[config.mk]
export PLATFORM = sky130hd
export DESIGN_NAME = banded_heater_duty_controller_core
export DESIGN_NICKNAME = d
export VERILOG_FILES = /design/src/design/bhdc_pkg.sv /design/src/design/bhdc_knob_ctrl.sv /design/src/design/banded_heater_duty_controller_core.sv
export SDC_FILE = /design/constraint.sdc
export NUM_CORES = 1
export LEC_CHECK = 0
export ABC_AREA = 1
export BUFFER_PORTS_ARGS = -buffer_cell sky130_fd_sc_hd__buf_2
export CORE_ASPECT_RATIO = 1.25
export CORE_MARGIN = 2
export CORE_UTILIZATION = 30
export CTS_CLUSTER_SIZE = 20
export DETAILED_ROUTE_END_ITERATION = 7
export PLACE_DENSITY_LB_ADDON = 0.05
export RECOVER_POWER = 25
export SYNTH_ARGS = -nofsm -noshare
export SYNTH_HDL_FRONTEND = slang
export SYNTH_SLANG_ARGS = --single-unit
export TNS_END_PERCENT = 5
[constraint.sdc]
create_clock -name clk_i -period 7.45 [get_ports clk_i]
set_input_delay 1.8625 -clock clk_i [delete_from_list [all_inputs] [get_ports clk_i]]
set_output_delay 1.8625 -clock clk_i [all_outputs]
set_load 0.1 [all_outputs]
[src/design/bhdc_pkg.sv]
`default_nettype none

package bhdc_pkg;

  // Configuration register indexes on the write port.
  typedef enum logic [2:0] {
    REG_KNOB_ON_THRESHOLD = 3'd0,
    REG_KNOB_MAX          = 3'd1,
    REG_TARGET_MIN        = 3'd2,
    REG_TARGET_MAX        = 3'd3,
    REG_OVERHEAT_LIMIT    = 3'd4,
    REG_HOLD_TOLERANCE    = 3'd5,
    REG_EMERGENCY_MARGIN  = 3'd6,
    REG_PWM_TOP           = 3'd7
  } cfg_reg_e;

  // Operating mode reported with every result.
  typedef enum logic [1:0] {
    MODE_OFF      = 2'd0,
    MODE_ON       = 2'd1,
    MODE_OVERHEAT = 2'd2
  } mode_e;

  // Duty band selected from the temperature error.
  typedef enum logic [2:0] {
    BAND_HOT,
    BAND_UPPER,
    BAND_LOWER,
    BAND_COLD,
    BAND_HOLD
  } band_e;

  // Knob event codes.
  localparam logic [1:0] KNOB_UP   = 2'd1;
  localparam logic [1:0] KNOB_DOWN = 2'd2;

  localparam int unsigned CFG_DATA_W = 16;
  localparam int unsigned CFG_IDX_W  = 3;

  typedef struct packed {
    logic [7:0]  knob_on_threshold;
    logic [7:0]  knob_max;
    logic [7:0]  target_min;
    logic [7:0]  target_max;
    logic [11:0] overheat_limit;
    logic [7:0]  hold_tolerance;
    logic [9:0]  emergency_margin;
    logic [15:0] pwm_top;
  } cfg_t;

  // Register values after reset.
  localparam cfg_t CFG_RESET = '{
    knob_on_threshold: 8'd27,
    knob_max:          8'd150,
    target_min:        8'd30,
    target_max:        8'd150,
    overheat_limit:    12'd2560,
    hold_tolerance:    8'd32,
    emergency_margin:  10'd240,
    pwm_top:           16'd511
  };

  localparam logic [7:0] KNOB_RESET   = 8'd27;
  localparam logic [7:0] TARGET_RESET = 8'd30;

  // Knob position and target after a step.
  typedef struct packed {
    logic [7:0] knob;
    logic [7:0] target;
  } knob_state_t;

  typedef struct packed {
    logic signed [12:0] bed_temp;
    logic [1:0]         knob_step;
  } in_t;

  typedef struct packed {
    logic [6:0]  duty_percent;
    logic [15:0] compare_value;
    mode_e       system_mode;
    logic        heating_on;
    logic [7:0]  knob_position;
    logic [7:0]  target_temp;
  } out_t;

  // Band edges on the error, in 1/16 degree.
  localparam logic signed [14:0] EDGE_HOT   = 15'sd160;
  localparam logic signed [14:0] EDGE_UPPER = 15'sd80;

  // Interpolation limits and duty levels.
  localparam logic [7:0] UPPER_X_LO = 8'd50;
  localparam logic [8:0] LOWER_X_LO = 9'd20;
  localparam logic [8:0] X_HI       = 9'd100;
  localparam logic [6:0] DUTY_HOT   = 7'd80;
  localparam logic [6:0] DUTY_UPPER = 7'd40;
  localparam logic [6:0] DUTY_LOWER = 7'd20;
  localparam logic [6:0] DUTY_HOLD  = 7'd15;
  localparam logic [6:0] DUTY_MAX   = 7'd100;

  // floor(y * 3 / 5) for y up to 50 is (y * 615) >> 10.
  localparam logic [15:0] RECIP_3_5 = 16'd615;

  // floor(2^30 / 100); the estimate is at most one short of the quotient.
  localparam logic [23:0] DIV100_RECIP = 24'd10737418;
  localparam logic [22:0] DIV100_D     = 23'd100;

endpackage

`default_nettype wire

[src/design/bhdc_knob_ctrl.sv]
`default_nettype none

module bhdc_knob_ctrl (
  input  wire                  clk_i,
  input  wire                  rst_ni,
  input  wire                  step_en_i,
  input  wire [1:0]            knob_step_i,
  input  bhdc_pkg::cfg_t       cfg_i,
  output bhdc_pkg::knob_state_t state_o
);

  logic [7:0] knob_q, knob_d;
  logic [7:0] target_q, target_d;
  logic [8:0] knob_inc;

  // Saturating knob step and the target that follows it.
  always_comb begin
    knob_inc = {1'b0, knob_q} + 9'd1;
    knob_d   = knob_q;
    unique case (knob_step_i)
      bhdc_pkg::KNOB_UP: begin
        knob_d = (knob_inc > {1'b0, cfg_i.knob_max}) ? cfg_i.knob_max : knob_inc[7:0];
      end
      bhdc_pkg::KNOB_DOWN: begin
        knob_d = (knob_q == 8'd0) ? 8'd0 : knob_q - 8'd1;
      end
      default: begin
        knob_d = knob_q;
      end
    endcase

    target_d = target_q;
    if (knob_d >= cfg_i.knob_on_threshold) begin
      if (knob_d < cfg_i.target_min) begin
        target_d = cfg_i.target_min;
      end else if (knob_d > cfg_i.target_max) begin
        target_d = cfg_i.target_max;
      end else begin
        target_d = knob_d;
      end
    end
  end

  // State moves only when a request is taken.
  always_ff @(posedge clk_i or negedge rst_ni) begin
    if (!rst_ni) begin
      knob_q   <= bhdc_pkg::KNOB_RESET;
      target_q <= bhdc_pkg::TARGET_RESET;
    end else if (step_en_i) begin
      knob_q   <= knob_d;
      target_q <= target_d;
    end
  end

  assign state_o.knob   = knob_d;
  assign state_o.target = target_d;

endmodule

`default_nettype wire

[src/design/banded_heater_duty_controller_core.sv]
`default_nettype none

// Banded heater duty controller. One request (a bed temperature and a knob
// event) is taken in every clock cycle while the input is not stalled. The
// request passes six register stages: the input register, the band stage, the
// duty stage, two multiplier stages that scale the duty by pwm_top / 100, and
// the result register after the correction of the quotient, which offers the
// result. A result waiting at the output does not block new requests until
// all six stages hold one. Configuration registers are to be written through
// the plain write port while no request is in flight; the block itself does
// not enforce this.
module banded_heater_duty_controller_core (
  input  wire                                 clk_i,
  input  wire                                 rst_ni,
  input  wire                                 in_valid_i,
  output logic                                in_stall_o,
  input  bhdc_pkg::in_t                       in_data_i,
  output logic                                out_valid_o,
  input  wire                                 out_stall_i,
  output bhdc_pkg::out_t                      out_data_o,
  input  wire                                 cfg_we_i,
  input  wire [bhdc_pkg::CFG_IDX_W-1:0]       cfg_idx_i,
  input  wire [bhdc_pkg::CFG_DATA_W-1:0]      cfg_wdata_i
);

  bhdc_pkg::cfg_t        cfg_q;
  bhdc_pkg::knob_state_t knob_state;

  logic [6:1] valid_q;
  logic [6:1] vin;
  logic [6:1] rdy;
  logic [6:1] load;

  // Configuration register file.
  always_ff @(posedge clk_i or negedge rst_ni) begin
    if (!rst_ni) begin
      cfg_q <= bhdc_pkg::CFG_RESET;
    end else if (cfg_we_i) begin
      unique case (bhdc_pkg::cfg_reg_e'(cfg_idx_i))
        bhdc_pkg::REG_KNOB_ON_THRESHOLD: cfg_q.knob_on_threshold <= cfg_wdata_i[7:0];
        bhdc_pkg::REG_KNOB_MAX:          cfg_q.knob_max          <= cfg_wdata_i[7:0];
        bhdc_pkg::REG_TARGET_MIN:        cfg_q.target_min        <= cfg_wdata_i[7:0];
        bhdc_pkg::REG_TARGET_MAX:        cfg_q.target_max        <= cfg_wdata_i[7:0];
        bhdc_pkg::REG_OVERHEAT_LIMIT:    cfg_q.overheat_limit    <= cfg_wdata_i[11:0];
        bhdc_pkg::REG_HOLD_TOLERANCE:    cfg_q.hold_tolerance    <= cfg_wdata_i[7:0];
        bhdc_pkg::REG_EMERGENCY_MARGIN:  cfg_q.emergency_margin  <= cfg_wdata_i[9:0];
        bhdc_pkg::REG_PWM_TOP:           cfg_q.pwm_top           <= cfg_wdata_i[15:0];
        default: cfg_q <= cfg_q;
      endcase
    end
  end

  // Pipeline flow control: a stage moves when it is empty or its successor moves.
  always_comb begin
    rdy[6] = !valid_q[6] || !out_stall_i;
    for (int k = 5; k >= 1; k--) begin
      rdy[k] = !valid_q[k] || rdy[k+1];
    end
    vin  = {valid_q[5:1], in_valid_i};
    load = rdy & vin;
  end

  always_ff @(posedge clk_i or negedge rst_ni) begin
    if (!rst_ni) begin
      valid_q <= '0;
    end else begin
      for (int k = 1; k <= 6; k++) begin
        if (rdy[k]) begin
          valid_q[k] <= vin[k];
        end
      end
    end
  end

  assign in_stall_o = !rdy[1];

  // Knob and target state, updated as each request is taken.
  bhdc_knob_ctrl u_knob (
    .clk_i       (clk_i),
    .rst_ni      (rst_ni),
    .step_en_i   (load[1]),
    .knob_step_i (in_data_i.knob_step),
    .cfg_i       (cfg_q),
    .state_o     (knob_state)
  );

  // Stage 1: input register.
  logic signed [12:0] s1_temp_q;
  logic [7:0]         s1_knob_q, s1_tgt_q;

  always_ff @(posedge clk_i) begin
    if (load[1]) begin
      s1_temp_q <= in_data_i.bed_temp;
      s1_knob_q <= knob_state.knob;
      s1_tgt_q  <= knob_state.target;
    end
  end

  // Stage 2: error, mode, band and interpolation point.
  logic signed [14:0] err, temp_x, ovl_x, tol_x, marg_x;
  logic [10:0]        err_x5;
  logic [7:0]         xu_raw;
  logic [8:0]         xl_raw;
  logic [6:0]         x_d;
  bhdc_pkg::mode_e    mode_d;
  bhdc_pkg::band_e    band_d;
  logic               emerg_d;

  always_comb begin
    temp_x = {{2{s1_temp_q[12]}}, s1_temp_q};
    ovl_x  = {3'b000, cfg_q.overheat_limit};
    tol_x  = {7'b0, cfg_q.hold_tolerance};
    marg_x = {5'b0, cfg_q.emergency_margin};
    err    = {3'b000, s1_tgt_q, 4'b0000} - temp_x;

    if (temp_x >= ovl_x) begin
      mode_d = bhdc_pkg::MODE_OVERHEAT;
    end else if (s1_knob_q < cfg_q.knob_on_threshold) begin
      mode_d = bhdc_pkg::MODE_OFF;
    end else begin
      mode_d = bhdc_pkg::MODE_ON;
    end

    if (err > bhdc_pkg::EDGE_HOT) begin
      band_d = bhdc_pkg::BAND_HOT;
    end else if (err > bhdc_pkg::EDGE_UPPER) begin
      band_d = bhdc_pkg::BAND_UPPER;
    end else if (err > tol_x) begin
      band_d = bhdc_pkg::BAND_LOWER;
    end else if (err < -tol_x) begin
      band_d = bhdc_pkg::BAND_COLD;
    end else begin
      band_d = bhdc_pkg::BAND_HOLD;
    end

    emerg_d = (err < -marg_x);

    // Inside both interpolated bands the error fits in eight bits.
    err_x5 = ({3'b000, err[7:0]} << 2) + {3'b000, err[7:0]};
    xu_raw = err_x5[10:3];
    xl_raw = err_x5[10:2];

    if (band_d == bhdc_pkg::BAND_UPPER) begin
      if (xu_raw < bhdc_pkg::UPPER_X_LO) begin
        x_d = bhdc_pkg::UPPER_X_LO[6:0];
      end else if ({1'b0, xu_raw} > bhdc_pkg::X_HI) begin
        x_d = bhdc_pkg::X_HI[6:0];
      end else begin
        x_d = xu_raw[6:0];
      end
    end else begin
      if (xl_raw < bhdc_pkg::LOWER_X_LO) begin
        x_d = bhdc_pkg::LOWER_X_LO[6:0];
      end else if (xl_raw > bhdc_pkg::X_HI) begin
        x_d = bhdc_pkg::X_HI[6:0];
      end else begin
        x_d = xl_raw[6:0];
      end
    end
  end

  bhdc_pkg::mode_e s2_mode_q;
  bhdc_pkg::band_e s2_band_q;
  logic            s2_emerg_q;
  logic [6:0]      s2_x_q;
  logic [7:0]      s2_knob_q, s2_tgt_q;

  always_ff @(posedge clk_i) begin
    if (load[2]) begin
      s2_mode_q  <= mode_d;
      s2_band_q  <= band_d;
      s2_emerg_q <= emerg_d;
      s2_x_q     <= x_d;
      s2_knob_q  <= s1_knob_q;
      s2_tgt_q   <= s1_tgt_q;
    end
  end

  // Stage 3: duty and heating flag.
  logic [6:0]  xu_off, xl_off;
  logic [15:0] upper_prod;
  logic [6:0]  duty_d;
  logic        heat_d;

  always_comb begin
    xu_off     = s2_x_q - bhdc_pkg::UPPER_X_LO[6:0];
    xl_off     = s2_x_q - bhdc_pkg::LOWER_X_LO[6:0];
    upper_prod = {10'b0, xu_off[5:0]} * bhdc_pkg::RECIP_3_5;
    duty_d     = 7'd0;
    heat_d     = 1'b0;
    if (s2_mode_q == bhdc_pkg::MODE_ON && !s2_emerg_q) begin
      case (s2_band_q)
        bhdc_pkg::BAND_HOT: begin
          duty_d = bhdc_pkg::DUTY_HOT;
          heat_d = 1'b1;
        end
        bhdc_pkg::BAND_UPPER: begin
          duty_d = bhdc_pkg::DUTY_UPPER + {1'b0, upper_prod[15:10]};
          heat_d = 1'b1;
        end
        bhdc_pkg::BAND_LOWER: begin
          duty_d = bhdc_pkg::DUTY_LOWER + {2'b00, xl_off[6:2]};
          heat_d = 1'b1;
        end
        bhdc_pkg::BAND_HOLD: begin
          duty_d = bhdc_pkg::DUTY_HOLD;
          heat_d = 1'b1;
        end
        default: begin
          duty_d = 7'd0;
          heat_d = 1'b0;
        end
      endcase
    end
  end

  logic [6:0]      s3_duty_q;
  logic            s3_heat_q;
  bhdc_pkg::mode_e s3_mode_q;
  logic [7:0]      s3_knob_q, s3_tgt_q;

  always_ff @(posedge clk_i) begin
    if (load[3]) begin
      s3_duty_q <= duty_d;
      s3_heat_q <= heat_d;
      s3_mode_q <= s2_mode_q;
      s3_knob_q <= s2_knob_q;
      s3_tgt_q  <= s2_tgt_q;
    end
  end

  // Stage 4: duty times PWM top.
  logic [22:0]     s4_p_q;
  logic [6:0]      s4_duty_q;
  logic            s4_heat_q;
  bhdc_pkg::mode_e s4_mode_q;
  logic [7:0]      s4_knob_q, s4_tgt_q;

  always_ff @(posedge clk_i) begin
    if (load[4]) begin
      s4_p_q    <= {16'b0, s3_duty_q} * {7'b0, cfg_q.pwm_top};
      s4_duty_q <= s3_duty_q;
      s4_heat_q <= s3_heat_q;
      s4_mode_q <= s3_mode_q;
      s4_knob_q <= s3_knob_q;
      s4_tgt_q  <= s3_tgt_q;
    end
  end

  // Stage 5: quotient estimate by reciprocal multiplication.
  logic [46:0] recip_prod;

  assign recip_prod = {24'b0, s4_p_q} * {23'b0, bhdc_pkg::DIV100_RECIP};

  logic [22:0]     s5_p_q;
  logic [15:0]     s5_q0_q;
  logic [6:0]      s5_duty_q;
  logic            s5_heat_q;
  bhdc_pkg::mode_e s5_mode_q;
  logic [7:0]      s5_knob_q, s5_tgt_q;

  always_ff @(posedge clk_i) begin
    if (load[5]) begin
      s5_p_q    <= s4_p_q;
      s5_q0_q   <= recip_prod[45:30];
      s5_duty_q <= s4_duty_q;
      s5_heat_q <= s4_heat_q;
      s5_mode_q <= s4_mode_q;
      s5_knob_q <= s4_knob_q;
      s5_tgt_q  <= s4_tgt_q;
    end
  end

  // Stage 6: correct the estimate by one and register the result.
  logic [22:0] rem;
  logic [15:0] cmp_d;

  always_comb begin
    rem   = s5_p_q - ({7'b0, s5_q0_q} * bhdc_pkg::DIV100_D);
    cmp_d = s5_q0_q + {15'b0, (rem >= bhdc_pkg::DIV100_D)};
  end

  bhdc_pkg::out_t out_q;

  always_ff @(posedge clk_i) begin
    if (load[6]) begin
      out_q.duty_percent  <= s5_duty_q;
      out_q.compare_value <= cmp_d;
      out_q.system_mode   <= s5_mode_q;
      out_q.heating_on    <= s5_heat_q;
      out_q.knob_position <= s5_knob_q;
      out_q.target_temp   <= s5_tgt_q;
    end
  end

  assign out_valid_o = valid_q[6];
  assign out_data_o  = out_q;

`ifndef SYNTHESIS
  // The heater is driven exactly when the duty is non-zero.
  a_heat_duty: assert property (@(posedge clk_i) disable iff (!rst_ni)
    out_valid_o |-> (out_data_o.heating_on == (out_data_o.duty_percent != 7'd0)))
    else $error("heating flag disagrees with duty");

  // Only on mode may drive the heater.
  a_heat_mode: assert property (@(posedge clk_i) disable iff (!rst_ni)
    (out_valid_o && out_data_o.system_mode != bhdc_pkg::MODE_ON) |-> !out_data_o.heating_on)
    else $error("heater driven outside on mode");

  // Duty never exceeds full scale.
  a_duty_range: assert property (@(posedge clk_i) disable iff (!rst_ni)
    out_valid_o |-> (out_data_o.duty_percent <= bhdc_pkg::DUTY_MAX))
    else $error("duty out of range");

  // Zero duty scales to a zero compare value.
  a_cmp_zero: assert property (@(posedge clk_i) disable iff (!rst_ni)
    (out_valid_o && out_data_o.duty_percent == 7'd0) |-> (out_data_o.compare_value == 16'd0))
    else $error("compare value non-zero at zero duty");

  // Requests are held off only when every stage is occupied.
  a_stall_full: assert property (@(posedge clk_i) disable iff (!rst_ni)
    in_stall_o |-> (&valid_q))
    else $error("input stalled with a free stage");
`endif

endmodule

`default_nettype wire

---- Word-level counts from Yosys, hierarchy flattened ----
Index checks and enable logic that the tools add are counted.
cells by class
  reduce and logical (&&, ||, !) cells .... 28
  bitwise logic cells ..................... 1
  equal/unequal tests ..................... 14
  add/subtract/negate cells ............... 12
  magnitude comparators ................... 16
  multiply operators ...................... 4
  multiplexer cells ....................... 18
operators by type and width
  operator                                                             count
  multiplier 23 x 23 -> 45 bit (second input constant)                 1
  two-way mux 8 bit                                                    5
  two-way mux 7 bit                                                    5
  < comparator 14 x 15 -> 1 bit                                        2
  one-hot mux 7 bit (4 select lines)                                   1
  greater-or-equal comparator 23 x 7 -> 1 bit (second input constant)  1
  multiplier 7 x 16 -> 23 bit                                          1
  subtractor 23 bit                                                    1
  multiplier 16 x 5 -> 21 bit (second input constant)                  1
  adder 16 x 1 -> 16 bit                                               1
  < comparator 8 bit                                                   2
  multiplier 6 x 10 -> 16 bit (second input constant)                  1
  one-hot mux 8 bit (2 select lines)                                   1
  AND reduction 2 bit                                                  8
  equality test 3 bit (second input constant)                          5
  negator 10 -> 15 bit                                                 1
  negator 8 -> 15 bit                                                  1
  greater-than comparator 14 x 8 -> 1 bit (second input constant)      1
  greater-than comparator 14 x 9 -> 1 bit                              1
  greater-than comparator 14 x 9 -> 1 bit (second input constant)      1
  subtractor 13 x 13 -> 14 bit                                         1
  greater-or-equal comparator 13 bit                                   1
  two-way mux 3 bit                                                    4
  adder 10 x 8 -> 11 bit                                               1
  other kinds (25)                                                     45
storage, ports and cells
  output and inout bits ................... 44
  flip-flop bits (word level) ............. 340
  input port bits ......................... 39

---- Depth between registers and ports, before layout ----
  depth after elaboration ................. 8
  gate-level depth with buffers ........... 37
  gate-level depth less buffers ........... 35

---- Modules after synthesis ----
From an unflattened synthesis, not the netlist that was laid out.
unflattened totals
  cells, all modules ...................... 3,539
  area, all modules ....................... 32,710.1 sq um
modules (own cells, without submodules)
  module                              area an instance (sq um)  times used  cells each
  banded_heater_duty_controller_core  30,370.4                  1           3,171
  bhdc_knob_ctrl                      2,339.7                   1           368

---- Worst setup path before layout ----
OpenSTA, ideal clock, no wires.
  path type ............................... input to output
  start ................................... in out_stall_i
  end ..................................... out in_stall_o
  setup slack ............................. 1.752 ns
  required time ........................... 5.588 ns
  cell stages on the path ................. 10
  data arrival time ....................... 3.836 ns
  path buffers ............................ 0
  path through ............................ nand2_1 -> nor2_1 -> inv_1 -> nor2_1 -> inv_1 -> nor2_1 -> inv_1 -> nor2_1 -> inv_1 -> nor2_1
between the ends
  longest elaborated chain between the ends .. 8
RTL lines
  what                           RTL line                                  RTL
  from (decl)                    banded_heater_duty_controller_core.sv:19  input wire out_stall_i,
  zero test 1 bit                banded_heater_duty_controller_core.sv:55  rdy[6] = !valid_q[6] || !out_stall_i;
  logical OR 1 bit               banded_heater_duty_controller_core.sv:55
  logical OR 1 bit (5 in a row)  banded_heater_duty_controller_core.sv:57  rdy[k] = !valid_q[k] || rdy[k+1];
  zero test 1 bit                banded_heater_duty_controller_core.sv:75  assign in_stall_o = !rdy[1];
  to (decl)                      banded_heater_duty_controller_core.sv:16  output logic in_stall_o,
Every way passes these cells.

---- Worst setup path after layout ----
  start ................................... reg s5_q0_q[4]
  end ..................................... reg out_q, in the netlist out_data_o[34], data pin
between the ends
  longest elaborated chain between the ends .. 4
RTL lines
  what                                         RTL line                                   RTL
  from (decl)                                  banded_heater_duty_controller_core.sv:256  logic [15:0] s5_q0_q;
  from (signal assigned)                       banded_heater_duty_controller_core.sv:265  s5_q0_q <= recip_prod[45:30];
  multiplier 16 x 5 -> 21 bit                  banded_heater_duty_controller_core.sv:279  rem = s5_p_q - ({7'b0, s5_q0_q} * bhdc_pkg::DIV100_D);
  subtractor 23 bit                            banded_heater_duty_controller_core.sv:279
  greater-or-equal comparator 23 x 7 -> 1 bit  banded_heater_duty_controller_core.sv:280  cmp_d = s5_q0_q + {15'b0, (rem >= bhdc_pkg::DIV100_D)};
  adder 16 x 1 -> 16 bit (*)                   banded_heater_duty_controller_core.sv:280
  via cmp_d[15]                                banded_heater_duty_controller_core.sv:276  logic [15:0] cmp_d;
  to (decl)                                    banded_heater_duty_controller_core.sv:283  bhdc_pkg::out_t out_q;
Mark *: on every way through the listed nets, which the timed path passes. The rest lies on a longest branch.
A chain may end at the register's enable or synchronous reset.

==> flow_metrics.env <==
export IMPL_status="finished, violations left"
export IMPL_violations="capacitance limit, slew limit"
export IMPL_detail_route_antenna_nets=0
export IMPL_crit_path_frequent_cell="nand2_1"
export IMPL_wire_per_inst_um=18.3
export IMPL_slowest_delay_ps=580
export IMPL_cts_root_buf="clkbuf_16"
export IMPL_die_y_um=366
export IMPL_cts_hold_buf=0
export IMPL_async_reset_ff_share_pct=29.4
export IMPL_ys_ff_latch=340
export IMPL_viasPerCell=4.59
export IMPL_routed_wl_mm=85.3
export IMPL_vias=21400
export IMPL_max_clock_path_buffers=3
export IMPL_overflow=0
export IMPL_rows=132
export IMPL_die_area_um2=107000
export IMPL_synth_nets=4036
export IMPL_initial_core_util_pct=30.3
export IMPL_synth_top_area_share_pct=22.9
export IMPL_clk_pin_slew_ps=60
export IMPL_ys_top_cells_by_area="edfxtp_1 23%, ha_1 20%, fa_1 18%"
export IMPL_diodes=0
export IMPL_post_cts_setup_buffers=0
export IMPL_worst_path_max_fanout=5
export IMPL_rsz0062_at_grt="no"
export IMPL_numCtsBuffers=44
export IMPL_cts_max_level=2
export IMPL_ys_warn_count=0
export IMPL_drive_above_1_share_pct=8.14
export IMPL_area_growth_pct=11.2
export IMPL_antenna_found_initial=4
export IMPL_setup_tns_ps=0
export IMPL_fmax_mhz=150
export IMPL_gr_usage_met1_pct=18.9
export IMPL_gp_congestion=0.846
export IMPL_drcViolationCount=0
export IMPL_port_buffers=82
export IMPL_setup_viol=0
export IMPL_worst_setup_path_start_kind="flop"
export IMPL_die_w_um=293
export IMPL_core_um2=104000
export IMPL_final_max_slew_viol_count=58
export IMPL_met3_usage_pct=1.76
export IMPL_grt_util_all_layers_pct=16.3
export IMPL_cp_slowest_cell="edfxtp_1"
export IMPL_critPathRequiredTime_ps=7780
export IMPL_cts_tree="built"
export IMPL_grtUsageMet2_pct=31.0
export IMPL_period_needed_ps=6650
export IMPL_min_period_over_period_pct=89.2
export IMPL_grt_max_degree=58
export IMPL_cap_viol_max_count=1
export IMPL_hp_class="reg2reg"
export IMPL_dp_hpwl_mm=70.1
export IMPL_drtIter0Drc=794
export IMPL_crit_arrival_ps=6980
export IMPL_n_fill_cell=10700
export IMPL_clock_latency_ps=600
export IMPL_synth_edff_count=240
export IMPL_cts_resized=0
export IMPL_yosysSeqAreaShare_pct=31.1
export IMPL_slew_headroom_pct=-131
export IMPL_tightest_slew_ps=3460
export IMPL_drt_pass1_iterations=5
export IMPL_ys_top_cells_by_count="604 x inv_1, 519 x nand2_1, 511 x ha_1, 276 x fa_1, 240 x edfxtp_1"
export IMPL_clock_sinks=340
export IMPL_synth_ff_type="edfxtp_1"
export IMPL_synth_avg_cell_area_um2=9.79
export IMPL_num_nets_final=4120
export IMPL_synth_cell_types=57
export IMPL_grt_pass1_wl_mm=134
export IMPL_cp_end_kind="flop"
export IMPL_synthesis_area_um2=31400
export IMPL_yosysTopAreaCell="edfxtp_1"
export IMPL_grt_pass1_vias=23300
export IMPL_clock_skew_ps=21.8
export IMPL_crit_type="reg2reg"
export IMPL_hold_violations=0
export IMPL_synth_cells=3210
export IMPL_yosys_cell_count_top_type="inv_1"
export IMPL_grt_busiest_layer="met2"
export IMPL_ios=83
-- metal layers --
layer	vias to the layer above	wire, µm
li1	10700	-
met1	10400	35500
met2	238	45400
met3	98	2020
met4	0	2430
met5	-	0
-- layout by cell type, fill, tap and decap left out, types with 13 or more instances in the layout --
cell and count:
fa_1 276, nand2_2 13, xor2_1 90, nand3_1 73
clkbuf_16 44, o21ai_0 161, ha_1 511, inv_1 603
buf_2 80, nor3_1 32, a21oi_1 193, nor2_1 135
edfxtp_1 240, xnor2_1 40, dfstp_2 40, dfrtp_1 60
nand2_1 519, nand4_1 27
-- through the flow --
step / util (%) / setup slack [ps] / std cells / area [µm²] / hold WS, ps
floorplan: - / 1750 / 3210 / 31400 / 400
global placement: 32.2 / 740 / 4588 / 33400 / 403
detailed placement: 32.2 / 681 / 4588 / 33400 / 405
CTS: 33.7 / 657 / 4670 / 34900 / 407
global route: 33.7 / 303 / 4670 / 34900 / 421
finish: 33.7 / 804 / 4670 / 34900 / 413
-- final timing paths --
path / from / slack, ps / end / depth (start not counted)
min in group asynchronous: rst_ni / 2440 / cfg_q[62] / 1
worst max register to register: s5_q0_q[4] / 800 / out_data_o[34] / 33
max in group asynchronous: rst_ni / 2930 / cfg_q[11] / 2
worst min-delay path: s4_tgt_q[1] / 410 / s5_tgt_q[1] / 0
worst min register to register: s4_tgt_q[1] / 410 / s5_tgt_q[1] / 0
worst max-delay path: s5_q0_q[4] / 800 / out_data_o[34] / 33
-- cell families after synthesis --
| group | after synthesis | share of synthesized area [%] |
|---|---|---|
| AO/OA/AOI/OAI | 442 | 7.82 |
| multiplexers | 5 | 0.179 |
| AND/OR/NAND/NOR | 841 | 11.3 |
| XOR/XNOR | 131 | 3.68 |
| buffers and inverters | 664 | 8.01 |
| adder cells (fa/ha/maj) | 787 | 37.9 |
| flip-flops | 340 | 31.1 |
-- area by class of cell --
| class | count | area [µm²] | share of cell area [%] |
|---|---|---|---|
| Clock inverter | 31 | 413 | 1.18 |
| Multi-Input combinational cell | 2206 | 19200 | 54.9 |
| Inverter | 610 | 2290 | 6.56 |
| Sequential cell | 340 | 9760 | 27.9 |
| Clock buffer | 51 | 1140 | 3.26 |
| Tap cell | 1340 | 1680 | 4.80 |
| Timing Repair Buffer | 92 | 483 | 1.38 |
-- worst max-delay path: cells and delay by family, from the launching register on --
| family | cells | cell delay (ps) |
|---|---|---|
| adders and majority gates | 6 | 2100 |
| xor gates and xnor gates | 3 | 320 |
| buffers and inverters | 4 | 250 |
| DFF | 1 | 580 |
| and+or+nand+nor | 15 | 2010 |
| AOI/OAI and AO/OA | 5 | 1090 |
-- sequential cells by signal (all words and copies together) (netlist names), 8 cells and up --
| name | flops |
|---|---|
| s3_tgt_q | 8 |
| u_knob.target_q | 8 |
| s5_tgt_q | 8 |
| s2_knob_q | 8 |
| s5_q0_q | 16 |
| s5_p_q | 23 |
| s1_knob_q | 8 |
| s1_temp_q | 13 |
| s3_knob_q | 8 |
| s4_tgt_q | 8 |
| s4_knob_q | 8 |
| s1_tgt_q | 8 |
| s5_knob_q | 8 |
| u_knob.knob_q | 8 |
| out_data_o | 42 |
| s4_p_q | 23 |
| cfg_q | 78 |
| s2_tgt_q | 8 |
Power is left out: the tool's default activity adds up to more than one toggle a clock period on the data nets, which glitch-free logic cannot reach.
